[config.mk]
export PLATFORM = sky130hd
export DESIGN_NAME = dqc_ram
export DESIGN_NICKNAME = d
export VERILOG_FILES = /design/src/rtl/dqc_ram.sv
export SDC_FILE = /design/constraint.sdc
export NUM_CORES = 2
export LEC_CHECK = 0
export BUFFER_PORTS_ARGS = -buffer_cell sky130_fd_sc_hd__buf_2
export CAP_MARGIN = 5
export CORE_ASPECT_RATIO = 0.5
export CORE_MARGIN = 2
export CORE_UTILIZATION = 42
export CTS_BUF_LIST = sky130_fd_sc_hd__clkbuf_8
export CTS_CLUSTER_DIAMETER = 100
export CTS_CLUSTER_SIZE = 14
export DETAILED_ROUTE_END_ITERATION = 12
export PLACE_DENSITY = 0.59
export SYNTH_ARGS = -nofsm -noshare
export SYNTH_HDL_FRONTEND = slang
export SYNTH_SLANG_ARGS = --single-unit
[constraint.sdc]
create_clock -name aclk -period 3.7 [get_ports aclk]
set_input_delay 0.37 -clock aclk [delete_from_list [all_inputs] [get_ports aclk]]
set_output_delay 0.37 -clock aclk [all_outputs]
set_load 0.01 [all_outputs]
[src/rtl/dqc_ram.sv]
// Generic single-write, single-read RAM with a registered read port.
// No dependencies; instanced by deque_with_cursor for the item store copies.
module dqc_ram #(
    parameter int WIDTH = 32,
    parameter int DEPTH = 64,
    localparam int AW   = (DEPTH > 1) ? $clog2(DEPTH) : 1
) (
    input  logic             aclk,
    input  logic             wr_en,
    input  logic [AW-1:0]    wr_addr,
    input  logic [WIDTH-1:0] wr_data,
    input  logic [AW-1:0]    rd_addr,
    output logic [WIDTH-1:0] rd_data
);

    logic [WIDTH-1:0] mem [DEPTH];
    logic [WIDTH-1:0] rd_data_reg;

    always_ff @(posedge aclk) begin
        if (wr_en) begin
            mem[wr_addr] <= wr_data;
        end
        // read returns the contents before a same-edge write
        rd_data_reg <= mem[rd_addr];
    end

    assign rd_data = rd_data_reg;

endmodule

## Yosys cells after proc, flatten, opt, wreduce, memory -nomap -nowiden

Memory sizes are Yosys's and may differ from the RTL's. A register that Yosys moved wholly into a read port is not among the register bits.
Cells that the tools add are included.
Widths: inputs -> output; s select.

| word-level totals | value |
|---|---|
| register bits after elaboration | 0 |
| memory bits (writable) | 2048 |
| bits of input ports | 46 |
| output and inout bits | 32 |
| logic and storage cells | 3 |
| memories kept | 1 |

| operators by class | value |
|---|---|
| muxes and demuxes | 2 |

Memory list:

| name | depth | width | rd ports | clocked after Yosys merged registers in | write ports | RTL line | text |
|---|---|---|---|---|---|---|---|
| mem | 64 | 32 | 1 | 1 | 1 | 16 | `logic [WIDTH-1:0] mem [DEPTH];` |

Operator list:

| operator | count |
|---|---|
| $mux 1 | 2 |

## Logic depth before layout (Yosys ltp)

| depth | value |
|---|---|
| depth in word-level cells | 2 |
| mapped depth | 10 |

## Least setup slack after synthesis

Ideal clock, no wire load.

| timing path | value |
|---|---|
| kind | input to register |
| start | in wr_addr[3] |
| end | mem mem[48][0], enable pin |
| data arrival time | 3069 ps |
| data required time | 3239 ps |
| setup slack | 170 ps |
| cell stages on the path | 4 |
| cell sequence | clkbuf_1 nor2b_1 nand4b_1 nor3_1 |

RTL lines:

| what | RTL line | text |
|---|---|---|
| start, declared | 10 | `input logic [AW-1:0] wr_addr,` |
| end, declared | 16 |  |

No word-level cell before the write port.

## Worst setup path in the final report

| timing path | value |
|---|---|
| start | in wr_addr[2] |
| end | mem mem[29][11], enable pin |

No word-level cell before the write port.

==> summary.md <==
| Metric | Value |
|---|---|
| CP endpoint kind | flip-flop |
| Met1 WL | 88,980 um |
| Skew-Pair Late Insertion Delay | 0.96 ns |
| Main synth FF type | edfxtp_1 |
| Clk buf depth | 3 |
| Setup TNS | 0 ns |
| Final antenna-violating net count | 0 |
| Overall routing resource usage | 21.26% |
| Mapped Cells | 3,324 |
| Metal3 WL | 14,840 um |
| Tcrit/Tclk final | ~65% |
| Post-DR wirelength/cell | 32.48 um |
| DRC violations left | 0 |
| Top cell type's share of synthesized area | roughly 78% |
| Max Cap Violations | 0 |
| Util after Layout | 46.62% |
| CP top delay family | simple AND/OR/NAND/NOR gates |
| Core box area | 186,100 sq um |
| Final HPWL DP | ~120,000 um |
| Post-Syn Area | between 70,000 and 80,000 sq um |
| Fill cell count | 15,239 |
| Largest family of logic cells by synthesized area | multiplexers |
| Synth area leader | edfxtp_1 |
| PD cells | 464.3 nW/um^2 |
| GP Congestion | 0.7764 |
| Root Driver | clkbuf_8 |
| Num Clock Sinks | between 2,000 and 2,500 |
| Nets | 3,655 |
| Post-Route WL | 202,200 um |
| Yosys warning count | 0 |
| Post-synth cell types | 34 |
| Sequential area share after synthesis | 79.14% |
| Tightest Pin Transition | 1.275 ns |
| Area of the multi-input gates | 15,970 sq um |
| Post-synthesis compound-gate area fraction | under 10% |
| First-pass GRT wire length | 284,200 um |
| Worst EP required | 4.31 ns |
| Outcome | finished clean |
| I/O Buffers | 77 |
| DIE WIDTH | 615.5 um |
| Mux share of post-synthesis cell area | between 15 and 20% |
| Post-synth EDFFs | around 2,000 |
| Mapped Nets | 3,370 |
| CP Buf/Inv Count | 3 |
| Initial Util | 42.19% |
| Num rows | 112 |
| Share of layout cells above drive strength 1 | 29.16% |
| Leak | 26.65 nW |
| Synth area leaders | edfxtp_1 (78%), mux4_2 (16%), mux2i_1 (1.2%), dfxtp_1 (0.82%), o22ai_1 (0.67%) |
| Flop and latch count out of synthesis | between 2,000 and 2,500 |
| Fmax | 414.8 MHz |
| Tmin final | approximately 2.4 ns |
| RSZ-0062 raised after global routing | false |
| Wire length on met2 | 94,950 um |
| Ys async rst share | 0% |
| Top Ports | 78 |
| Resized cells post-CTS | 0 |
| Final hold vios | 0 |
| Slew Viols, Final | 0 |
| CP max stage delay | 0.64 ns |
| Initial antenna violation count | 16 |
| Initial DRC count | 4,595 |
| Top-count cell post-synth | edfxtp_1 |
| Largest net degree at the start of global routing | 65 |
| Synthesis-to-finish area growth | 10.49% |
| CP max stage cell | nor2_4 |
| Die area | 190,600 sq um |
| CTS buffer count | 166 |
| Vias per cell | 5.933 |
| Most instantiated cells after synthesis | edfxtp_1 (2,048), mux4_2 (544), nor2_1 (137) |
| # H-tree levels | 4 |
| Final cell count without fillers | 6,224 |
| Adder-cell share of the synthesized area | 0% |
| CP Cell Sequence | dlygate4sd3_1, buf_2, nor2b_1, nand3_1, nor2_4, buf_12 |
| Grt ovf | 0 |
| CTS tree | built |
| Vias in the first global route | 36,920 |
| Die Y-Extent | between 300 and 400 um |
| Worst-path clk slew | roughly 0.10 ns |
| HP Class | in -> reg |
| DR vias | ~37,000 |
| Critical path startpoint category | primary input |
| Post-Route Skew | 0.04427 ns |
| Setup CP Type | in -> reg |
| Syn avg cell area | approximately 24 sq um |
| Simple-Gate Fraction of Synth Area | under 10% |
| Placed cell count | 5,936 |
| Seq. cell area | 62,140 sq um |
| Max-slew headroom | 14.97% |
| Drt pass-1 iters | 5 |
| Max Used Layer | met4 |
| Final setup fails | 0 |
| Worst EP arrival | 3.03 ns |
| Crit Path Max Fanout | 22 |
| Largest register FFs | 2,048 |
| Xor-xnor portion of the synthesized cell area | 0% |
| VDD IR-drop max | about 0.40 mV |
==> cells in the final DEF, fill, tap and decap left out, types with 13 or more instances in the layout <==
cell | synthesis | final
o221ai_1 | 27 | 27
nand2_1 | 26 | 26
mux4_2 | 544 | 544
dfxtp_1 | 32 | 32
buf_2 | 57 | 73
nor2_1 | 137 | 75
buf_12 | 0 | 48
nor2b_1 | 15 | 15
dlygate4sd3_1 | 0 | 13
edfxtp_1 | 2048 | 2048
nor2_4 | 0 | 62
clkbuf_8 | 0 | 172
mux2i_1 | 93 | 93
inv_1 | 0 | 84
o22ai_1 | 84 | 84
buf_4 | 25 | 161
a21oi_1 | 62 | 62
==> final cells by class <==
| type | instances | area share [%] |
|---|---|---|
| clock inverter | 94 | 0.4572 |
| clock buffer | 172 | 2.729 |
| antenna | 9 | 0.02596 |
| multi-input combinational | 1062 | 18.41 |
| tap | 2508 | 3.617 |
| timing repair buffer | 299 | 3.137 |
| sequential | 2080 | 71.63 |
==> timing repair <==
| action | in CTS | in global routing |
|---|---|---|
| hold buffers | 13 | 0 |
| endpoints found under the hold margin | 300 | 0 |
| setup buffers | 0 | 0 |
==> kinds of logic (layout without fill, tap and decap cells) <==
group                  count (synthesis)  in the layout
DFF                                 2080           2080
muxes                                637            637
and+or+nand+nor                      223            223
AOI/OAI and AO/OA                    202            202
buffers and inverters                182            565
other                                  0              9
==> final timing paths <==
kind              cells past startpoint  slack [ns]   startpoint           to
setup reg to reg                      4        1.47   mem[38][7]   rd_data[7]
hold reg to reg                       4        0.73  mem[12][20]  rd_data[20]
setup / recovery                      6        1.29   wr_addr[2]  mem[29][11]
hold / removal                        1        0.09   wr_data[5]    mem[9][5]
==> metal layers <==
layer	track usage [%]	vias up
met5	0	-
met3	2.938	218
met1	31.68	20437
li1	-	14715
met4	4.992	0
met2	33.54	1557
==> metrics by stage <==
step           power (mW)  cell area [sq um]  hold WS, ns  worst slack (ns)
2_1_floorplan       27.92              78520       0.4689            0.1702
3_3_place_gp        29.12              83840       0.7028            0.3348
3_5_place_dp        29.16              83840       0.7008            0.3168
4_1_cts             40.56              86730    0.0004547             1.344
5_1_grt             41.50              86740      0.07006             1.255
6_report            40.28              86750      0.08817             1.289
==> power by group <==
| group | internal [mW] | total (mW) | leakage [nW] | switching [mW] |
|---|---|---|---|---|
| Clock | 4.30 | 11.7 | 1.70 | 7.38 |
| Combinational | 0.936 | 2.46 | 6.26 | 1.52 |
| Sequential | 26.0 | 26.1 | 18.7 | 0.0989 |
| Total | 31.3 | 40.3 | 26.7 | 8.99 |
Note: power is estimated with default switching activity, not from simulation.
